$ cat config.mk
export PLATFORM = sky130hd
export DESIGN_NAME = ticket_extraction_monitor_top
export DESIGN_NICKNAME = d
export VERILOG_FILES = /design/src/design/tem_pkg.sv /design/src/design/tem_next.sv /design/src/design/ticket_extraction_monitor_top.sv
export SDC_FILE = /design/constraint.sdc
export NUM_CORES = 1
export LEC_CHECK = 0
export BUFFER_PORTS_ARGS = -buffer_cell sky130_fd_sc_hd__buf_4
export CORE_AREA = 2 2 117 119
export DETAILED_ROUTE_END_ITERATION = 10
export DIE_AREA = 0 0 119 121
export HOLD_SLACK_MARGIN = 0.15
export SLEW_MARGIN = 20
export SYNTH_ARGS = -nofsm -noshare
export SYNTH_HDL_FRONTEND = slang
export SYNTH_SLANG_ARGS = --single-unit
$ cat constraint.sdc
create_clock -name clk -period 7.9 [get_ports clk]
set_input_delay 0.79 -clock clk [delete_from_list [all_inputs] [get_ports clk]]
set_output_delay 0.79 -clock clk [all_outputs]
set_load 0.01 [all_outputs]
$ cat src/design/tem_pkg.sv
// shared types, codes and helpers for the ticket extraction monitor
`default_nettype none
package tem_pkg;

  localparam int TIMER_BITS = 27;
  localparam int CFG_W      = 27;

  typedef logic [TIMER_BITS-1:0] timer_t;
  typedef logic [CFG_W-1:0]      cfg_t;

  localparam timer_t TIMER_MAX = '1;

  localparam logic [1:0] OP_START = 2'd0;
  localparam logic [1:0] OP_POLL  = 2'd1;
  localparam logic [1:0] OP_TICK  = 2'd2;

  localparam logic [2:0] PH_IDLE           = 3'd0;
  localparam logic [2:0] PH_WAIT_SPOOL     = 3'd1;
  localparam logic [2:0] PH_SPOOL          = 3'd2;
  localparam logic [2:0] PH_WAIT_SPOOL_END = 3'd3;
  localparam logic [2:0] PH_WAIT_TICKET    = 3'd4;
  localparam logic [2:0] PH_CHECK          = 3'd5;

  localparam logic [1:0] OUT_EXTRACTED = 2'd0;
  localparam logic [1:0] OUT_TIMEOUT   = 2'd1;
  localparam logic [1:0] OUT_ERROR     = 2'd2;

  localparam int SPOOL_BIT  = 2;
  localparam int TICKET_BIT = 5;

  localparam timer_t LIMIT_WAIT_SPOOL  = TIMER_BITS'(1 * 1000);
  localparam timer_t LIMIT_SPOOL_END   = TIMER_BITS'(60 * 1000);
  localparam timer_t LIMIT_WAIT_TICKET = TIMER_BITS'(5 * 1000);

  localparam cfg_t CFG_RESET = CFG_W'(5000);

  typedef struct packed {
    logic [1:0] operation;
    logic       first_page;
    logic [7:0] status_byte_two;
    logic [7:0] status_byte_three;
    logic       read_ok;
  } item_t;

  typedef struct packed {
    logic [2:0] phase;
    timer_t     elapsed;
    timer_t     limit;
  } state_t;

  typedef struct packed {
    logic       done_res;
    logic [1:0] outcome;
    logic [2:0] phase;
  } result_t;

  // clamp a programmed timeout to the counter range
  function automatic timer_t cap_limit(input cfg_t v);
    logic [32:0] vx;
    logic [32:0] mx;
    vx = 33'(v);
    mx = 33'(TIMER_MAX);
    return (vx > mx) ? TIMER_MAX : TIMER_BITS'(v);
  endfunction

endpackage
`default_nettype wire

$ cat src/design/tem_next.sv
// next phase, timer and result for one item
`default_nettype none
module tem_next (
  input  wire tem_pkg::item_t   item,
  input  wire tem_pkg::state_t  cur,
  input  wire tem_pkg::cfg_t    extraction_timeout_ms,
  output tem_pkg::state_t       nxt,
  output tem_pkg::result_t      res
);
  import tem_pkg::*;

  logic       spool;
  logic       ticket;
  logic       fin;
  logic       stop;
  logic [1:0] how;
  timer_t     check_limit;

  assign spool       = item.status_byte_three[SPOOL_BIT];
  assign ticket      = item.status_byte_two[TICKET_BIT];
  assign check_limit = cap_limit(extraction_timeout_ms);

  always_comb begin
    nxt  = cur;
    fin  = 1'b0;
    stop = 1'b0;
    how  = OUT_EXTRACTED;
    case (item.operation)
      OP_START: begin
        if (!item.read_ok) begin
          fin = 1'b1;
          how = OUT_ERROR;
        end else if (item.first_page) begin
          nxt = '{phase: PH_CHECK, elapsed: '0, limit: check_limit};
        end else if (spool) begin
          nxt = '{phase: PH_SPOOL, elapsed: '0, limit: LIMIT_SPOOL_END};
        end else begin
          nxt = '{phase: PH_WAIT_SPOOL, elapsed: '0, limit: LIMIT_WAIT_SPOOL};
        end
      end
      OP_POLL: begin
        if (cur.phase != PH_IDLE) begin
          if (!item.read_ok) begin
            fin = 1'b1;
            how = OUT_ERROR;
          end else begin
            case (cur.phase)
              PH_WAIT_SPOOL: begin
                if (spool) nxt = '{phase: PH_SPOOL, elapsed: '0, limit: LIMIT_SPOOL_END};
              end
              PH_SPOOL, PH_WAIT_SPOOL_END: begin
                nxt.phase = PH_WAIT_SPOOL_END;
                if (!spool) begin
                  nxt = '{phase: PH_WAIT_TICKET, elapsed: '0, limit: LIMIT_WAIT_TICKET};
                end
              end
              PH_WAIT_TICKET: begin
                if (ticket) nxt = '{phase: PH_CHECK, elapsed: '0, limit: check_limit};
              end
              PH_CHECK: begin
                if (!ticket) begin
                  fin  = 1'b1;
                  stop = 1'b1;
                end
              end
              default: begin
                // unused phase codes drop back to idle without reporting done
                nxt.phase   = PH_IDLE;
                nxt.elapsed = '0;
                stop        = 1'b1;
              end
            endcase
            if (!stop && (nxt.elapsed > nxt.limit)) begin
              if ((nxt.phase == PH_WAIT_SPOOL) || (nxt.phase == PH_WAIT_TICKET)) begin
                nxt = '{phase: PH_CHECK, elapsed: '0, limit: check_limit};
              end else begin
                fin = 1'b1;
                how = OUT_TIMEOUT;
              end
            end
          end
        end
      end
      OP_TICK: begin
        if ((cur.phase != PH_IDLE) && (cur.elapsed != TIMER_MAX)) begin
          nxt.elapsed = cur.elapsed + TIMER_BITS'(1);
        end
      end
      default: ;
    endcase
    if (fin) begin
      nxt.phase   = PH_IDLE;
      nxt.elapsed = '0;
    end
    res.done_res = fin;
    res.outcome  = fin ? how : OUT_EXTRACTED;
    res.phase    = nxt.phase;
  end

endmodule
`default_nettype wire

$ cat src/design/ticket_extraction_monitor_top.sv
// top level: input register, phase and timer state, result register
`default_nettype none
// Ticket extraction monitor. Takes one item per clock: start, status poll or
// millisecond tick. Each item gives exactly one result: it is captured in the
// input register, and when it advances the phase machine and the saturating
// elapsed counter update from it in the same cycle that the result is written
// to the output register. The two stages move independently, so a new item
// is taken every cycle as long as results are drained; a stalled output holds
// one result and one item before in_ready drops. The extraction timeout
// register resets to 5000 ms; the user must write it through the cfg port only
// while no item is in flight, and the block itself does not enforce this.
module ticket_extraction_monitor_top (
  input  wire                 clk,
  input  wire                 rst_n,
  input  wire                 in_valid,
  output logic                in_ready,
  input  wire  [1:0]          in_operation,
  input  wire                 in_first_page,
  input  wire  [7:0]          in_status_byte_two,
  input  wire  [7:0]          in_status_byte_three,
  input  wire                 in_read_ok,
  output logic                out_valid,
  input  wire                 out_ready,
  output logic                out_done_res,
  output logic [1:0]          out_outcome,
  output logic [2:0]          out_phase,
  input  wire                 cfg_valid,
  output logic                cfg_ready,
  input  wire  tem_pkg::cfg_t cfg_extraction_timeout_ms
);
  import tem_pkg::*;

  logic    item_valid_r;
  item_t   item_r;
  state_t  state_r;
  state_t  state_nxt;
  result_t res_nxt;
  result_t res_r;
  logic    out_valid_r;
  cfg_t    timeout_r;
  logic    advance;

  assign advance   = item_valid_r && (!out_valid_r || out_ready);
  assign in_ready  = !item_valid_r || advance;
  assign cfg_ready = 1'b1;

  tem_next u_next (
    .item                  (item_r),
    .cur                   (state_r),
    .extraction_timeout_ms (timeout_r),
    .nxt                   (state_nxt),
    .res                   (res_nxt)
  );

  always_ff @(posedge clk) begin
    if (!rst_n) begin
      timeout_r <= CFG_RESET;
    end else if (cfg_valid) begin
      timeout_r <= cfg_extraction_timeout_ms;
    end
  end

  always_ff @(posedge clk) begin
    if (!rst_n) begin
      item_valid_r <= 1'b0;
    end else if (in_ready) begin
      item_valid_r <= in_valid;
    end
  end

  always_ff @(posedge clk) begin
    if (in_valid && in_ready) begin
      item_r <= '{operation: in_operation, first_page: in_first_page,
                  status_byte_two: in_status_byte_two,
                  status_byte_three: in_status_byte_three, read_ok: in_read_ok};
    end
  end

  always_ff @(posedge clk) begin
    if (!rst_n) begin
      state_r <= '{phase: PH_IDLE, elapsed: '0, limit: '0};
    end else if (advance) begin
      state_r <= state_nxt;
    end
  end

  always_ff @(posedge clk) begin
    if (!rst_n) begin
      out_valid_r <= 1'b0;
    end else if (advance) begin
      out_valid_r <= 1'b1;
    end else if (out_ready) begin
      out_valid_r <= 1'b0;
    end
  end

  always_ff @(posedge clk) begin
    if (advance) begin
      res_r <= res_nxt;
    end
  end

  assign out_valid    = out_valid_r;
  assign out_done_res = res_r.done_res;
  assign out_outcome  = res_r.outcome;
  assign out_phase    = res_r.phase;

endmodule
`default_nettype wire

After elaboration in Yosys (flattened, before gate mapping)
Cells that the tools add are included.

Equal/unequal tests: 17. Muxes and demuxes: 43. Reduce and logical (&&, ||, !) cells: 19. Order comparisons: 1. $add $sub $neg: 1.

Operators by type and width (count): two-way mux 57 bit (9); one-hot mux 27 bit (3 select lines) (2); two-way mux 30 bit (4); one-hot mux 30 bit (4 select lines) (1); two-way mux 27 bit (4); two-way mux 56 bit (1); one-hot mux 27 bit (2 select lines) (1); adder 27 x 1 -> 27 bit, second input constant (1); > comparator 27 bit (1); inequality test 27 bit, second input constant (1); two-way mux 1 bit (13); equality test 3 bit, second input constant (3); two-way mux 2 bit (4); equality test 3 x 1 -> 1 bit, second input constant (2); equality test 3 x 2 -> 1 bit, second input constant (2); inequality test 3 x 1 -> 1 bit, second input constant (2); inequality test 3 x 2 -> 1 bit, second input constant (2); one-hot mux 3 bit (2 select lines) (1); AND reduction 6 bit (1); AND reduction 5 bit (1); logical AND 1 bit (4); inequality test 2 bit, second input constant (2); one-hot mux 1 bit (2 select lines) (2); one-hot mux 2 bit (2 select lines) (1); other kinds (11) (16).

Register bits: 105. Input port bits: 52. Logic and storage cells: 95. Output and inout bits: 9.

Depth between registers and ports, before layout
Word-level depth: 15. Gate-level depth with buffers: 17. Mapped depth without buffers: 14.

Modules after synthesis
From an unflattened synthesis, not the netlist that was laid out.

Cells, all modules: 885. Area total of the unflattened synthesis: 7352.1 um^2.

Modules (own cells, without submodules): ticket_extraction_monitor_top (times used 1, area an instance 4157.7 um^2, cells an instance 372, seq. area each 2502.4 um^2); tem_next (times used 1, area an instance 3194.3 um^2, cells an instance 513, seq. area each 0.0 um^2).

Worst setup path after synthesis
Ideal clock, no wire load.

Path type: register to register. Start: reg state_r[56] (netlist bit). End: reg state_r[37] (netlist bit). Path buffers: 4. Data required time: 7.778 ns. Slack: 3.933 ns. Period minus slack after synthesis: 3.967 ns. Arrival: 3.845 ns. Cell stages (with the launch flop): 16. Setup time: 0.122 ns. Cells stage by stage: dfxtp_1 -> clkbuf_1 -> nand2_1 -> nor3_1 -> clkbuf_1 -> clkbuf_1 -> a22oi_1 -> ha_1 -> nand4_1 -> nor4_2 -> a41oi_1 -> a21oi_4 -> a21oi_1 -> and2_1 -> buf_2 -> a221o_1.

Cells in the longest elaborated chain, start to end: 15. Elaborated cells on any way between the ends: 47. Classes of those cells: order compare (1); eq/ne (11); mux (26); reduce/logical (9).

RTL lines: start, declared (line ticket_extraction_monitor_top.sv:35) `state_t state_r;`; start signal, assigned (line ticket_extraction_monitor_top.sv:81) `state_r <= '{phase: PH_IDLE, elapsed: '0, limit: '0};`; start signal, assigned (line ticket_extraction_monitor_top.sv:83) `state_r <= state_nxt;`; parallel branches: the longest is 15 deep, another holds > comparator 27 bit.

Parallel ways; which one is timed is not known. The select of a mux whose other input is x is not followed. A chain may end at the register's enable or synchronous reset.

Final worst setup path
Start: reg state_r[56] (netlist bit). End: reg state_r[27] (netlist bit).

The elaborated chain is that of the path after synthesis.

==> Flow_metrics.wiki <==
{| class="wikitable"
! Metric !! Value
|-
| Outcome || finished clean
|-
| Minimum period implied by the final worst setup slack || approximately 5 ns
|-
| Starting density of the core || about 45%
|-
| Leakage dissipation || 2.679 nW
|-
| Share of async-settable or async-resettable flops after synthesis || 0%
|-
| Number of buffers inserted during clock tree synthesis || 9
|-
| Clock Latency Late Sink || roughly 0.36 ns
|-
| Post-route clock skew || approximately 0.0090 ns
|-
| Startpoint of the worst register-to-register path || state_r[56]$_SDFFE_PN0P_
|-
| Most frequent standard cell in the layout excluding fill and tap cells || sky130_fd_sc_hd__dfxtp_1
|-
| Final Max Slew Viols || 0
|-
| Max-capacitance violation count || 0
|-
| Count of distinct cell types in the synthesized netlist || 60
|-
| Die Y || approximately 120 um
|-
| Detailed-route vias per instance || approximately 6.0
|-
| Final-report setup violation count || 0
|-
| Area inside the core boundary || roughly 0.013 mm^2
|-
| Required time at the endpoint of the critical path || 8.20 ns
|-
| Layout overhead on the synthesized area || 11.98%
|-
| Terminating pin of the worst hold path || state_r[23]$_SDFFE_PN0P_
|-
| Highest fanout seen on the critical path || 20
|-
| Final net count || 801
|-
| Worst-case clock buffer depth || 2
|-
| Placed wire-length estimate || roughly 11 mm
|-
| Fraction of layout instances using a drive strength above 1 || a little over a tenth
|-
| Routed WL || approximately 15 mm
|-
| H-tree levels || 3
|-
| Critical hold path startpoint || timeout_r[23]$_SDFFE_PN0P_
|-
| Die X || 119 um
|-
| Reg2Reg Setup Slack || between 2 and 3 ns
|-
| Critical path startpoint category || flip-flop
|-
| Total placed cells including tap cells || ~900
|-
| Synthesized Nets || between 700 and 800
|-
| Post-place instance area || just over 0.006 mm^2
|-
| Post-route fraction of the period consumed by the critical path || roughly two thirds
|-
| Non-filler cells, final || 897
|-
| Number of vias in the routed layout || between 5000 and 6000
|-
| Unrepaired setup endpoints after global routing || false
|-
| Initial DRC Count || between 400 and 500
|-
| Cell taking the most area after synthesis || sky130_fd_sc_hd__dfxtp_1
|-
| Endpoint of the most critical register-to-register path || state_r[27]$_SDFFE_PN0P_
|-
| Final weighted congestion of routability-driven global placement || 0.8518
|-
| Mean routed wirelength per cell || 17.09 um
|-
| Yosys reg bits || just under 100
|-
| Number of diodes || 0
|-
| Type of the worst min-delay path || flip-flop to flip-flop
|-
| First-pass GRT wire length || 24.67 mm
|-
| Worst Hold Depth || 2
|-
| Count of flip-flops with a built-in enable after synthesis || 12
|-
| Count of buffers inserted at the top-level ports || 45
|-
| CTS root buf || sky130_fd_sc_hd__clkbuf_16
|-
| Drt drc || 0
|-
| Setup crit end kind || flip-flop
|-
| Post-cts gate resize count || 0
|-
| Power density over the cells || 166.8 mW/mm^2
|-
| Largest net degree at the start of global routing || 51
|-
| Fmax || about 190 MHz
|-
| Fin. Hold Viols || 0
|-
| Final design utilization || approximately 50%
|-
| Fin area || approximately 0.0065 mm^2
|-
| Area fraction of the dominant cell type after synthesis || approximately 30%
|-
| Global routing usage summed across all routing layers || between 20% and 30%
|-
| Number of post-CTS setup repair buffers || 0
|-
| Post-CTS Hold Fix Bufs || 0
|-
| Critical path data arrival time || about 5.4 ns
|-
| Antenna violations before repair || 0
|-
| Number of antenna-violating nets in the routed design || 0
|-
| Cell types with the largest area share after synthesis || sky130_fd_sc_hd__dfxtp_1, sky130_fd_sc_hd__ha_1, sky130_fd_sc_hd__edfxtp_1
|-
| TritonCTS clock tree || done
|-
| Sequential fraction of the synthesis area || between 30% and 40%
|-
| Per-instance average area after synthesis || about 8.3 um^2
|-
| Maximum vdd ir drop || just under 0.0001 V
|-
| Number of global-route vias before repair || just under 5000
|-
| Final-layout setup total negative slack || 0 ns
|-
| Top FF cell, synth || sky130_fd_sc_hd__dfxtp_1
|-
| Count of TritonRoute iterations in the first routing pass || 5
|-
| Cells after synthesis || 700
|-
| Cell count of the worst reg-to-reg path || 13
|-
| Total standard cell area after synthesis || ~0.0058 mm^2
|-
| Synth Warn # || 0
|-
| Slew @ Worst Pin || 1.032 ns
|-
| Area of the die || roughly 0.014 mm^2
|-
| Number of clock sinks || 98
|-
| Clock transition time at the flip-flop clock pins of the worst setup and hold paths || approximately 0.07 ns
|-
| Num ports || 61
|-
| Kind of critical path || flip-flop to flip-flop
|-
| Count of standard-cell rows || between 40 and 50
|-
| Relative max-transition margin || 31.01%
|-
| Grt ovf || 0
|-
| Top library cells by usage in the layout, fill and taps aside || sky130_fd_sc_hd__dfxtp_1, sky130_fd_sc_hd__nor2_1, sky130_fd_sc_hd__nand2_1
|}
metrics by stage:
stage               hold WS (ns)  power (W)  worst slack, ns
CTS                       0.5152   0.001098            2.743
detailed placement        0.5049  0.0006612            2.754
global route              0.5421   0.001129            2.142
floorplan                 0.4581  0.0006205            3.933
finish                    0.5162   0.001089            2.757
global placement          0.4900  0.0006572            2.784
cell usage after synthesis (2+ instances only):
cell type,n
sky130_fd_sc_hd__dfxtp_1,86
sky130_fd_sc_hd__nor2_1,78
sky130_fd_sc_hd__nand2_1,59
sky130_fd_sc_hd__o21ai_0,51
sky130_fd_sc_hd__clkbuf_1,35
sky130_fd_sc_hd__a21oi_1,34
sky130_fd_sc_hd__ha_1,32
sky130_fd_sc_hd__and2_1,30
sky130_fd_sc_hd__mux2i_1,27
sky130_fd_sc_hd__a211o_1,23
sky130_fd_sc_hd__nand3_1,23
sky130_fd_sc_hd__and3_1,18
sky130_fd_sc_hd__a31oi_1,17
sky130_fd_sc_hd__a22oi_1,16
sky130_fd_sc_hd__inv_1,13
sky130_fd_sc_hd__a211oi_1,12
sky130_fd_sc_hd__edfxtp_1,12
sky130_fd_sc_hd__nor2b_1,12
sky130_fd_sc_hd__a221o_1,10
sky130_fd_sc_hd__a221oi_1,10
sky130_fd_sc_hd__nor3_1,10
sky130_fd_sc_hd__nand4_1,9
sky130_fd_sc_hd__a22o_1,6
sky130_fd_sc_hd__nor4_1,6
sky130_fd_sc_hd__o22ai_1,5
sky130_fd_sc_hd__or3_1,5
sky130_fd_sc_hd__a21o_1,4
sky130_fd_sc_hd__buf_2,4
sky130_fd_sc_hd__nand2b_1,4
sky130_fd_sc_hd__o211ai_1,4
sky130_fd_sc_hd__o221a_2,4
sky130_fd_sc_hd__buf_6,3
sky130_fd_sc_hd__nand3b_1,3
sky130_fd_sc_hd__o31ai_1,3
sky130_fd_sc_hd__buf_1,2
sky130_fd_sc_hd__nor3b_1,2
sky130_fd_sc_hd__nor4b_1,2
sky130_fd_sc_hd__o211a_1,2
sky130_fd_sc_hd__or2_2,2
sky130_fd_sc_hd__xnor2_1,2
layout make-up:
class                   count  area [um^2]
multi-input cells         543         3497
flip-flops and latches     98         2082
fillers                  1264         6560
well taps                 176        220.2
clock buffers              14        284.0
clock inverters             1        6.256
repair buffers             51        382.9
inverters                  14        52.55
registers in the layout, indices dropped and copies added (netlist names):
name          cells
out_phase         3
out_outcome       2
timeout_r        27
item_r            6
item_valid_r      1
state_r          57
out_done_res      1
out_valid         1
worst max path at each step:
stage | startpoint | endpoint | slack [ns] | depth (start not counted)
after global routing | state_r[56]$_SDFFE_PN0P_ | state_r[27]$_SDFFE_PN0P_ | 2.14 | 13
final | state_r[56]$_SDFFE_PN0P_ | state_r[27]$_SDFFE_PN0P_ | 2.76 | 13
after detailed placement | state_r[56]$_SDFFE_PN0P_ | state_r[27]$_SDFFE_PN0P_ | 2.75 | 13
after global placement | state_r[56]$_SDFFE_PN0P_ | state_r[27]$_SDFFE_PN0P_ | 2.78 | 13
after CTS | state_r[56]$_SDFFE_PN0P_ | state_r[27]$_SDFFE_PN0P_ | 2.74 | 13
after floorplan | state_r[56]$_SDFFE_PN0P_ | state_r[37]$_SDFFE_PN0P_ | 3.93 | 15
cells by family after synthesis:
logic type                 synth area share (%)
DFF                                       35.73
other                                   0.06436
adders and majority gates                 6.871
buffers and inverters                     4.338
muxes                                     4.831
xor gates and xnor gates                 0.4510
AOI/OAI and AO/OA                         24.72
and+or+nand+nor                           23.00
report_power, final:
part	switching [W]	total, W	internal (W)
logic	0.0000671	0.000114	0.0000473
registers	0.0000157	0.000537	0.000521
clock network	0.000191	0.000438	0.000247
total	0.000274	0.00109	0.000815
worst max-delay path, cell delays in order, from the launching register on:
cell,delay [ns]
sky130_fd_sc_hd__dfxtp_1,0.53
sky130_fd_sc_hd__nand2_1,0.18
sky130_fd_sc_hd__nor3_2,0.72
sky130_fd_sc_hd__nor2_1,0.30
sky130_fd_sc_hd__a221oi_1,0.59
sky130_fd_sc_hd__ha_1,0.21
sky130_fd_sc_hd__nand4_1,0.11
sky130_fd_sc_hd__nor4_2,0.42
sky130_fd_sc_hd__nand2_1,0.18
sky130_fd_sc_hd__a41oi_1,0.37
sky130_fd_sc_hd__a21oi_4,0.23
sky130_fd_sc_hd__a21oi_1,0.25
sky130_fd_sc_hd__and2_1,0.72
sky130_fd_sc_hd__mux2_2,0.28
routing by layer:
| metal | vias to the layer above | part of all wire [%] | wire length (um) | track usage (%) |
|---|---|---|---|---|
| met5 | - | 0 | 0 | 0 |
| met2 | 166 | 48 | 7318 | 36.14 |
| met4 | 0 | 2.0 | 310 | 8.854 |
| met1 | 2549 | 45 | 6946 | 27.13 |
| met3 | 23 | 4.9 | 752 | 4.182 |
| li1 | 2633 | - | - | - |
(Power assumes the default switching activity.)
